### src/design/vfd_pkg.sv
`default_nettype none

package vfd_pkg;

   // widths of the stream fields
   localparam int ByteWidth  = 8;
   localparam int KindWidth  = 2;
   localparam int SigWidth   = 24;
   localparam int CsrIdxWidth = 3;
   localparam int CsrDataWidth = SigWidth;

   // payload buffer depth default
   localparam int PayloadMaxDefault = 7;

   // payload sizes per frame type
   localparam int SizeMarker = 3;
   localparam int SizeV6     = 6;
   localparam int SizeV7     = 7;

   // register reset values
   localparam logic [SigWidth-1:0]  SigReset      = '0;
   localparam logic [ByteWidth-1:0] CodeBeginReset = 8'd0;
   localparam logic [ByteWidth-1:0] CodeEndReset   = 8'd1;
   localparam logic [ByteWidth-1:0] Code1200Reset  = 8'd2;
   localparam logic [ByteWidth-1:0] Code2400Reset  = 8'd3;
   localparam logic [ByteWidth-1:0] Code1400Reset  = 8'd4;

   typedef enum logic [CsrIdxWidth-1:0] {
      CSR_SIGNATURE  = 3'd0,
      CSR_CODE_BEGIN = 3'd1,
      CSR_CODE_END   = 3'd2,
      CSR_CODE_1200  = 3'd3,
      CSR_CODE_2400  = 3'd4,
      CSR_CODE_1400  = 3'd5,
      CSR_STRICT     = 3'd6
   } csr_index_type;

   typedef enum logic [KindWidth-1:0] {
      KIND_1200 = 2'd0,
      KIND_2400 = 2'd1,
      KIND_1400 = 2'd2
   } voice_kind_type;

endpackage

`default_nettype wire

### src/design/vfd_if.sv
`default_nettype none

// byte request channel
interface vfd_req_if import vfd_pkg::*; ();
   logic                 valid;
   logic                 ready;
   logic [ByteWidth-1:0] in_byte;

   modport source (output valid, output in_byte, input ready);
   modport sink   (input valid, input in_byte, output ready);
endinterface

// voice byte response channel
interface vfd_rsp_if import vfd_pkg::*; ();
   logic                 valid;
   logic                 ready;
   logic [ByteWidth-1:0] out_byte;
   logic                 last_of_frame;
   logic [KindWidth-1:0] voice_kind;

   modport source (output valid, output out_byte, output last_of_frame,
                   output voice_kind, input ready);
   modport sink   (input valid, input out_byte, input last_of_frame,
                   input voice_kind, output ready);
endinterface

`default_nettype wire

### src/design/voice_frame_deframer_core.sv
// channel   | dir | handshake          | payload
// req_if    | in  | valid / ready      | in_byte
// rsp_if    | out | valid / ready      | out_byte, last_of_frame, voice_kind
// csr_*     | in  | csr_we, no ready   | csr_index, csr_wdata
//
// header and payload bytes are accepted while req_if.ready stays high
// a voice frame then drains from the payload ram byte by byte:
// one ram read and one output register load per byte, requests held off meanwhile
// a stalled rsp_if stretches the drain, one ram read is in flight at most
// reset is synchronous and clears the control flags and indices, the ram needs no clearing pass
`default_nettype none

module voice_frame_deframer_core import vfd_pkg::*; #(
   parameter int PayloadMax = PayloadMaxDefault
) (
   input  wire logic                    clock,
   input  wire logic                    reset,
   vfd_req_if.sink                      req_if,
   vfd_rsp_if.source                    rsp_if,
   input  wire logic                    csr_we,
   input  wire logic [CsrIdxWidth-1:0]  csr_index,
   input  wire logic [CsrDataWidth-1:0] csr_wdata
);

   // ram address and byte count widths
   localparam int AW = $clog2(PayloadMax);
   localparam int CW = $clog2(PayloadMax + 1);

   localparam logic [CW-1:0] CntMarker = CW'(SizeMarker);
   localparam logic [CW-1:0] CntV6     = CW'(SizeV6);
   localparam logic [CW-1:0] CntV7     = CW'(SizeV7);

   typedef enum logic {
      ST_TAKE,
      ST_EMIT
   } state_type;

   // configuration registers
   logic [SigWidth-1:0]  sig_ff;
   logic [ByteWidth-1:0] code_begin_ff, code_end_ff;
   logic [ByteWidth-1:0] code_1200_ff, code_2400_ff, code_1400_ff;
   logic                 strict_ff;

   // control state
   state_type     state_ff, state_in;
   logic [31:0]   hdr_ff, hdr_in;
   logic [2:0]    fill_ff, fill_in;
   logic          in_pay_ff, in_pay_in;
   logic          open_ff, open_in;
   logic [CW-1:0] size_ff, size_in;
   logic [AW-1:0] wr_idx_ff, wr_idx_in;
   logic [AW-1:0] rd_idx_ff, rd_idx_in;
   logic [KindWidth-1:0] kind_ff, kind_in;
   logic          pend_ff, pend_in;
   logic          pend_last_ff, pend_last_in;
   logic [KindWidth-1:0] pend_kind_ff, pend_kind_in;

   // output register
   logic                 out_valid_ff, out_valid_in;
   logic [ByteWidth-1:0] out_byte_ff, out_byte_in;
   logic                 out_last_ff, out_last_in;
   logic [KindWidth-1:0] out_kind_ff, out_kind_in;

   logic                 req_take;
   logic                 ram_we;
   logic                 ram_re;
   logic [ByteWidth-1:0] ram_rdata;
   logic [31:0]          win;
   logic [ByteWidth-1:0] frame_type;
   logic [ByteWidth-1:0] hdr_type;
   logic                 is_voice;
   logic [KindWidth-1:0] voice_code;
   logic                 do_emit;
   logic [CW-1:0]        wr_cnt;
   logic [CW-1:0]        rd_cnt;

   assign req_if.ready = (state_ff == ST_TAKE);
   assign req_take     = req_if.valid && req_if.ready;
   assign ram_we       = req_take && in_pay_ff;

   assign rsp_if.valid         = out_valid_ff;
   assign rsp_if.out_byte      = out_byte_ff;
   assign rsp_if.last_of_frame = out_last_ff;
   assign rsp_if.voice_kind    = out_kind_ff;

   // window with the new byte shifted in
   assign win        = {hdr_ff[23:0], req_if.in_byte};
   assign hdr_type   = win[7:0];
   // type byte of the frame in progress
   assign frame_type = hdr_ff[7:0];

   assign wr_cnt = CW'(wr_idx_ff) + CW'(1);
   assign rd_cnt = CW'(rd_idx_ff) + CW'(1);

   // voice test, first match wins in 1200, 2400, 1400 order
   always_comb begin
      is_voice   = 1'b1;
      voice_code = KIND_1200;
      if (frame_type == code_1200_ff) begin
         voice_code = KIND_1200;
      end else if (frame_type == code_2400_ff) begin
         voice_code = KIND_2400;
      end else if (frame_type == code_1400_ff) begin
         voice_code = KIND_1400;
      end else begin
         is_voice = 1'b0;
      end
   end

   // emit decision and stream gating at the end of a payload
   always_comb begin
      do_emit = 1'b0;
      open_in = open_ff;
      if (ram_we && (wr_cnt == size_ff)) begin
         if (!strict_ff) begin
            do_emit = is_voice;
         end else if (!open_ff) begin
            if (frame_type == code_begin_ff) begin
               open_in = 1'b1;
            end
         end else if (is_voice) begin
            do_emit = 1'b1;
         end else if (frame_type == code_end_ff) begin
            open_in = 1'b0;
         end
      end
   end

   // next state
   always_comb begin
      state_in     = state_ff;
      hdr_in       = hdr_ff;
      fill_in      = fill_ff;
      in_pay_in    = in_pay_ff;
      size_in      = size_ff;
      wr_idx_in    = wr_idx_ff;
      rd_idx_in    = rd_idx_ff;
      kind_in      = kind_ff;
      ram_re       = 1'b0;
      pend_last_in = pend_last_ff;
      pend_kind_in = pend_kind_ff;

      case (state_ff)
         ST_TAKE: begin
            if (req_take && in_pay_ff) begin
               // payload byte goes to the ram
               wr_idx_in = wr_idx_ff + AW'(1);
               if (wr_cnt == size_ff) begin
                  in_pay_in = 1'b0;
                  if (do_emit) begin
                     state_in  = ST_EMIT;
                     rd_idx_in = '0;
                     kind_in   = voice_code;
                  end
               end
            end else if (req_take) begin
               // header collection, window slides on mismatch
               hdr_in  = win;
               fill_in = fill_ff + 3'd1;
               if (fill_ff == 3'd3) begin
                  if (win[31:8] != sig_ff) begin
                     fill_in = 3'd3;
                  end else begin
                     fill_in   = 3'd0;
                     wr_idx_in = '0;
                     in_pay_in = 1'b1;
                     if (hdr_type == code_begin_ff || hdr_type == code_end_ff) begin
                        size_in = CntMarker;
                     end else if (hdr_type == code_1400_ff) begin
                        size_in = CntV7;
                     end else if (hdr_type == code_1200_ff || hdr_type == code_2400_ff) begin
                        size_in = CntV6;
                     end else begin
                        // unknown type, drop header
                        in_pay_in = 1'b0;
                     end
                  end
               end
            end
         end
         ST_EMIT: begin
            // one read in flight, issued only when the output slot frees up
            if (!pend_ff && (!out_valid_ff || rsp_if.ready)) begin
               ram_re       = 1'b1;
               rd_idx_in    = rd_idx_ff + AW'(1);
               pend_last_in = (rd_cnt == size_ff);
               pend_kind_in = kind_ff;
               if (rd_cnt == size_ff) begin
                  state_in = ST_TAKE;
               end
            end
         end
         default: begin
            state_in = ST_TAKE;
         end
      endcase
   end

   assign pend_in = ram_re;

   // output register, loaded from the ram the cycle after a read
   always_comb begin
      out_valid_in = out_valid_ff;
      out_byte_in  = out_byte_ff;
      out_last_in  = out_last_ff;
      out_kind_in  = out_kind_ff;
      if (pend_ff) begin
         out_valid_in = 1'b1;
         out_byte_in  = ram_rdata;
         out_last_in  = pend_last_ff;
         out_kind_in  = pend_kind_ff;
      end else if (rsp_if.ready) begin
         out_valid_in = 1'b0;
      end
   end

   always_ff @(posedge clock) begin
      if (reset) begin
         state_ff     <= ST_TAKE;
         hdr_ff       <= '0;
         fill_ff      <= '0;
         in_pay_ff    <= 1'b0;
         open_ff      <= 1'b0;
         size_ff      <= '0;
         wr_idx_ff    <= '0;
         rd_idx_ff    <= '0;
         pend_ff      <= 1'b0;
         out_valid_ff <= 1'b0;
      end else begin
         state_ff     <= state_in;
         hdr_ff       <= hdr_in;
         fill_ff      <= fill_in;
         in_pay_ff    <= in_pay_in;
         open_ff      <= open_in;
         size_ff      <= size_in;
         wr_idx_ff    <= wr_idx_in;
         rd_idx_ff    <= rd_idx_in;
         pend_ff      <= pend_in;
         out_valid_ff <= out_valid_in;
      end
      kind_ff      <= kind_in;
      pend_last_ff <= pend_last_in;
      pend_kind_ff <= pend_kind_in;
      out_byte_ff  <= out_byte_in;
      out_last_ff  <= out_last_in;
      out_kind_ff  <= out_kind_in;
   end

   // configuration registers
   always_ff @(posedge clock) begin
      if (reset) begin
         sig_ff        <= SigReset;
         code_begin_ff <= CodeBeginReset;
         code_end_ff   <= CodeEndReset;
         code_1200_ff  <= Code1200Reset;
         code_2400_ff  <= Code2400Reset;
         code_1400_ff  <= Code1400Reset;
         strict_ff     <= 1'b0;
      end else if (csr_we) begin
         case (csr_index_type'(csr_index))
            CSR_SIGNATURE:  sig_ff        <= csr_wdata[SigWidth-1:0];
            CSR_CODE_BEGIN: code_begin_ff <= csr_wdata[ByteWidth-1:0];
            CSR_CODE_END:   code_end_ff   <= csr_wdata[ByteWidth-1:0];
            CSR_CODE_1200:  code_1200_ff  <= csr_wdata[ByteWidth-1:0];
            CSR_CODE_2400:  code_2400_ff  <= csr_wdata[ByteWidth-1:0];
            CSR_CODE_1400:  code_1400_ff  <= csr_wdata[ByteWidth-1:0];
            CSR_STRICT:     strict_ff     <= csr_wdata[0];
            default: begin
            end
         endcase
      end
   end

   // payload buffer
   vfd_ram #(
      .Width (ByteWidth),
      .Depth (PayloadMax)
   ) u_payload_ram (
      .clock   (clock),
      .wr_en   (ram_we),
      .wr_addr (wr_idx_ff),
      .wr_data (req_if.in_byte),
      .rd_en   (ram_re),
      .rd_addr (rd_idx_ff),
      .rd_data (ram_rdata)
   );

endmodule

`default_nettype wire

### src/design/vfd_ram.sv
`default_nettype none

module vfd_ram #(
   parameter int Width = 8,
   parameter int Depth = 8
) (
   input  wire logic                     clock,
   input  wire logic                     wr_en,
   input  wire logic [$clog2(Depth)-1:0] wr_addr,
   input  wire logic [Width-1:0]         wr_data,
   input  wire logic                     rd_en,
   input  wire logic [$clog2(Depth)-1:0] rd_addr,
   output logic      [Width-1:0]         rd_data
);

   logic [Width-1:0] mem_ff [Depth];

   always_ff @(posedge clock) begin
      if (wr_en) begin
         mem_ff[wr_addr] <= wr_data;
      end
      if (rd_en) begin
         rd_data <= mem_ff[rd_addr];
      end
   end

endmodule

`default_nettype wire

### src/flat_wrapper.sv
// flat-port wrapper written by rule: the top's interface ports become plain ports
module voice_frame_deframer_core_flat import vfd_pkg::*;
#(
   parameter int PayloadMax = PayloadMaxDefault
)
  (clock, reset, csr_we, csr_index, csr_wdata, req_if_valid, req_if_in_byte, req_if_ready, rsp_if_valid, rsp_if_out_byte, rsp_if_last_of_frame, rsp_if_voice_kind, rsp_if_ready);
  vfd_req_if req_if_i ();
  vfd_rsp_if rsp_if_i ();
  input  wire logic clock;
  input  wire logic reset;
  input  wire logic csr_we;
  input  wire logic [CsrIdxWidth-1:0] csr_index;
  input  wire logic [CsrDataWidth-1:0] csr_wdata;
  input wire logic [$bits(req_if_i.valid)-1:0] req_if_valid;
  input wire logic [$bits(req_if_i.in_byte)-1:0] req_if_in_byte;
  output wire logic [$bits(req_if_i.ready)-1:0] req_if_ready;
  output wire logic [$bits(rsp_if_i.valid)-1:0] rsp_if_valid;
  output wire logic [$bits(rsp_if_i.out_byte)-1:0] rsp_if_out_byte;
  output wire logic [$bits(rsp_if_i.last_of_frame)-1:0] rsp_if_last_of_frame;
  output wire logic [$bits(rsp_if_i.voice_kind)-1:0] rsp_if_voice_kind;
  input wire logic [$bits(rsp_if_i.ready)-1:0] rsp_if_ready;
  assign req_if_i.valid = req_if_valid;
  assign req_if_i.in_byte = req_if_in_byte;
  assign req_if_ready = req_if_i.ready;
  assign rsp_if_valid = rsp_if_i.valid;
  assign rsp_if_out_byte = rsp_if_i.out_byte;
  assign rsp_if_last_of_frame = rsp_if_i.last_of_frame;
  assign rsp_if_voice_kind = rsp_if_i.voice_kind;
  assign rsp_if_i.ready = rsp_if_ready;
  voice_frame_deframer_core #(.PayloadMax(PayloadMax)) u_core (.clock(clock), .reset(reset), .req_if(req_if_i), .rsp_if(rsp_if_i), .csr_we(csr_we), .csr_index(csr_index), .csr_wdata(csr_wdata));
endmodule
### config.mk
export PLATFORM = sky130hd
export DESIGN_NAME = voice_frame_deframer_core_flat
export DESIGN_NICKNAME = d
export VERILOG_FILES = /design/src/design/vfd_pkg.sv /design/src/design/vfd_if.sv /design/src/design/voice_frame_deframer_core.sv /design/src/design/vfd_ram.sv /design/src/flat_wrapper.sv
export SDC_FILE = /design/constraint.sdc
export NUM_CORES = 1
export LEC_CHECK = 0
export ABC_AREA = 1
export ABC_CLOCK_PERIOD_IN_PS = 2100
export BUFFER_PORTS_ARGS = -buffer_cell sky130_fd_sc_hd__buf_2
export CORE_MARGIN = 4
export CORE_UTILIZATION = 54
export DETAILED_ROUTE_END_ITERATION = 16
export PLACE_DENSITY = 0.75
export SYNTH_ARGS = -nofsm -noshare
export SYNTH_HDL_FRONTEND = slang
export SYNTH_SLANG_ARGS = --single-unit
### constraint.sdc
create_clock -name clock -period 2.1 [get_ports clock]
set_clock_uncertainty 0.1 [all_clocks]
set_input_delay 0.315 -clock clock [delete_from_list [all_inputs] [get_ports clock]]
set_output_delay 0.315 -clock clock [all_outputs]
set_load 0.05 [all_outputs]
==> results.md <==
* Status: completed
* DRT Pass-1 Iters at 5
* Crit-path max FO at 5
* Root buf cell: clkbuf_16
* Peak supply drop at 547 uV
* Routed WL per cell at 15.5 um
* Hold-fix buffers, CTS at 0
* Syn_area_per_cell at 8.54 um2
* Drt total wl at 19100 um
* Final slew viol count at 0
* Seq/Total Area, Yosys at 54.3%
* Die width at 132 um
* DR vias at 6617
* Switching portion of total power at 22.6%
* CORE AREA at 15100 um2
* Fin crit share at 90.5%
* Clk buf depth at 2
* Final Non-Filler Cells at 1233
* P&R area growth vs syn at 13.5%
* Vias per inst at 5.37
* Clock transition at path regs at 0.06 ns
* Final WS setup at 0.200 ns
* Req. time, crit path at 2.15 ns
* First-pass GRT wire length at 30700 um
* N_diodes at 0
* Grt ovf at 0
* Pre-CTS setup slack at 0.228 ns
* Setup-failing EPs final at 0
* Final core occ at 62.4%
* RSZ-0062 raised after global routing: no
* Initial DRC Count at 635
* PortBufs at 52
* Data arrival, critical path at 1.95 ns
* Num rows at 45
* Hpwl dp at 13100 um
* GR Util All Layers at 22.0%
* Initial antenna violation count at 0
* R2r setup slk at 0.20 ns
* NumNets Final at 1075
* Clock Latency Late Sink at 0.43 ns
* Crit path kind: flip-flop to flip-flop
* Die area at 17500 um2
* Crit. End Element: flip-flop
* Fin crit period at 1.90 ns
* Hold/Removal Path Class: input port to flip-flop
* Placed Cells incl. Taps at 1201
* Fmax at 0.526 GHz
* Initial cell density of the core at 55.0%
* Die height at 132 um
* CTS tree: built
* CTS buffer count at 17
* Max-cap viol count at 0
* Post-Syn Nets at 1019
* Combinational power share at 7.5%
* Yosys cell types at 31
* Clock share of power at 42.3%
* Antenna viol nets, final at 0
* Num ports at 53
* Synth Register Bits at 186
* Int Power at 6.04 mW
* H-tree lvl count at 4
* Max-slew headroom at the worst pin at 69.6%
* Vias in the first global route at 6073
* CP startpoint kind: flip-flop
* Synthesized instance count at 976
* Synth Cell Area at 8330 um2
* Final Power at 7.81 mW
* Total negative setup slack at 0 ns
* LEAKAGE at 3.87 nW
* Share of power burned in registers at 50.2%
* Fill count at 1251
* Power per Cell Area at 826 nW/um2
* Synthesis Warnings at 0
* Post-CTS setup buffers at 0
* CTS resizes at 0
* Layout cell share with drive strength beyond 1 at 12.5%
* Pin count of the biggest net entering global routing at 78
* RD Place Congestion at 0.882
* Slew @ Worst Pin at 0.456 ns
* Clk sinks at 186
* Sw power at 1.77 mW
* # DRC at 0
* Final Hold Viols at 0
[worst max-delay path, stage by stage (launching register included)]
cell and delay, ns:
dfxtp_1 0.40, ha_1 0.28, xor2_1 0.15, nor2_1 0.13, nand4_1 0.15, a21oi_1 0.18
nand2_2 0.12, inv_1 0.11
[area by class of cell]
| class | instances | area, um2 | area share (%) |
|---|---|---|---|
| flip-flops and latches | 186 | 4520 | 47.8 |
| multi-input cells | 652 | 3240 | 34.3 |
| repair buffers | 82 | 498 | 5.27 |
| clock buffers | 19 | 433 | 4.58 |
| inverters | 93 | 349 | 3.69 |
| well taps | 188 | 235 | 2.49 |
| clock inverters | 13 | 176 | 1.87 |
[synthesized netlist by cell type]
master | n | area share [%]
dfxtp_1 | 106 | 25
nand3_2 | 2 | 0.24
o22ai_1 | 11 | 0.83
nand3_1 | 13 | 0.78
nor3_1 | 10 | 0.60
a21oi_1 | 90 | 5.4
buf_1 | 2 | 0.090
o211ai_1 | 3 | 0.27
nand2_1 | 177 | 8.0
inv_2 | 9 | 0.41
o311a_1 | 1 | 0.12
clkbuf_8 | 1 | 0.17
edfxtp_1 | 80 | 29
nand4_1 | 7 | 0.53
nand4_2 | 1 | 0.15
nor2_1 | 139 | 6.3
xnor2_1 | 40 | 4.2
nand2_2 | 2 | 0.15
o2111ai_1 | 1 | 0.11
clkbuf_1 | 24 | 1.1
clkinv_1 | 1 | 0.045
xor2_1 | 33 | 3.5
or2_0 | 2 | 0.15
buf_4 | 7 | 0.63
or2_2 | 1 | 0.075
o21ai_0 | 111 | 6.7
buf_2 | 11 | 0.66
inv_1 | 83 | 3.7
nor2_2 | 4 | 0.30
nor2_4 | 1 | 0.14
ha_1 | 3 | 0.45
[per-layer routing]
metal  GRT usage [%]  vias up  routed length, um
met3            5.04       35               1440
li1                -     3295                  -
met2            34.2      233               8710
met4            8.31        0                431
met5               0        -                  0
met1            30.4     3054               8480
[flip-flops by register name (all words and copies together) (netlist names), 2 cells and up]
signal,flops
u_core.pend_kind_ff,2
u_core.u_payload_ram.rd_data,8
u_core.fill_ff,3
u_core.code_end_ff,8
u_core.code_2400_ff,8
u_core.code_begin_ff,8
u_core.hdr_ff,24
u_core.rsp_if.voice_kind,2
u_core.u_payload_ram.mem_ff,56
u_core.rd_idx_ff,3
u_core.code_1400_ff,8
u_core.code_1200_ff,8
u_core.rsp_if.out_byte,8
u_core.wr_idx_ff,3
u_core.sig_ff,24
u_core.kind_ff,2
u_core.size_ff,3
[power groups by stage]
stage	clock network (mW)	registers (mW)	logic, mW
2_1_floorplan	0	3.96	0.423
3_3_place_gp	0	3.99	0.571
3_5_place_dp	0	4.00	0.577
4_1_cts	3.35	3.92	0.582
5_1_grt	3.50	3.93	0.659
6_report	3.31	3.92	0.586
[cell families (layout without fill, tap and decap cells)]
logic type	Yosys count	count (layout)	share of synthesized area, %
buf+inv	138	207	6.82
flops	186	186	54.3
compound gates	217	217	13.4
xor+xnor	73	73	7.68
simple gates	359	359	17.3
fa+ha+maj	3	3	0.451
[path summary, 6_finish.rpt]
kind | from | cells after the start | to
worst max-delay path | u_core.wr_idx_ff[1] | 7 | u_core.kind_ff[0]
worst max register to register | u_core.wr_idx_ff[1] | 7 | u_core.kind_ff[0]
worst min register to register | u_core.pend_kind_ff[1] | 0 | u_core.rsp_if.voice_kind[1]
worst min-delay path | csr_wdata[18] | 3 | u_core.sig_ff[18]
[cells in the final DEF (no fill, tap or decap), types with 4 or more instances in the layout]
cell type,instances
a21oi_1,90
buf_2,52
buf_4,29
bufinv_16,4
clkbuf_16,17
clkinv_1,4
dfxtp_1,106
edfxtp_1,80
inv_1,82
inv_2,10
nand2_1,177
nand3_1,13
nand4_1,7
nor2_1,138
nor2_2,5
nor3_1,10
o21ai_0,111
o22ai_1,11
xnor2_1,40
xor2_1,33
[per-stage QoR]
| step | hold slack (ns) | instance area (um2) |
|---|---|---|
| 6_report | 0.0222 | 9460 |
| 5_1_grt | 0.0292 | 9460 |
| 4_1_cts | 0.00700 | 9460 |
| 3_5_place_dp | 0.306 | 8850 |
| 3_3_place_gp | 0.301 | 8850 |
| 2_1_floorplan | 0.300 | 8330 |
No activity file was read; power rests on OpenSTA's default activity.
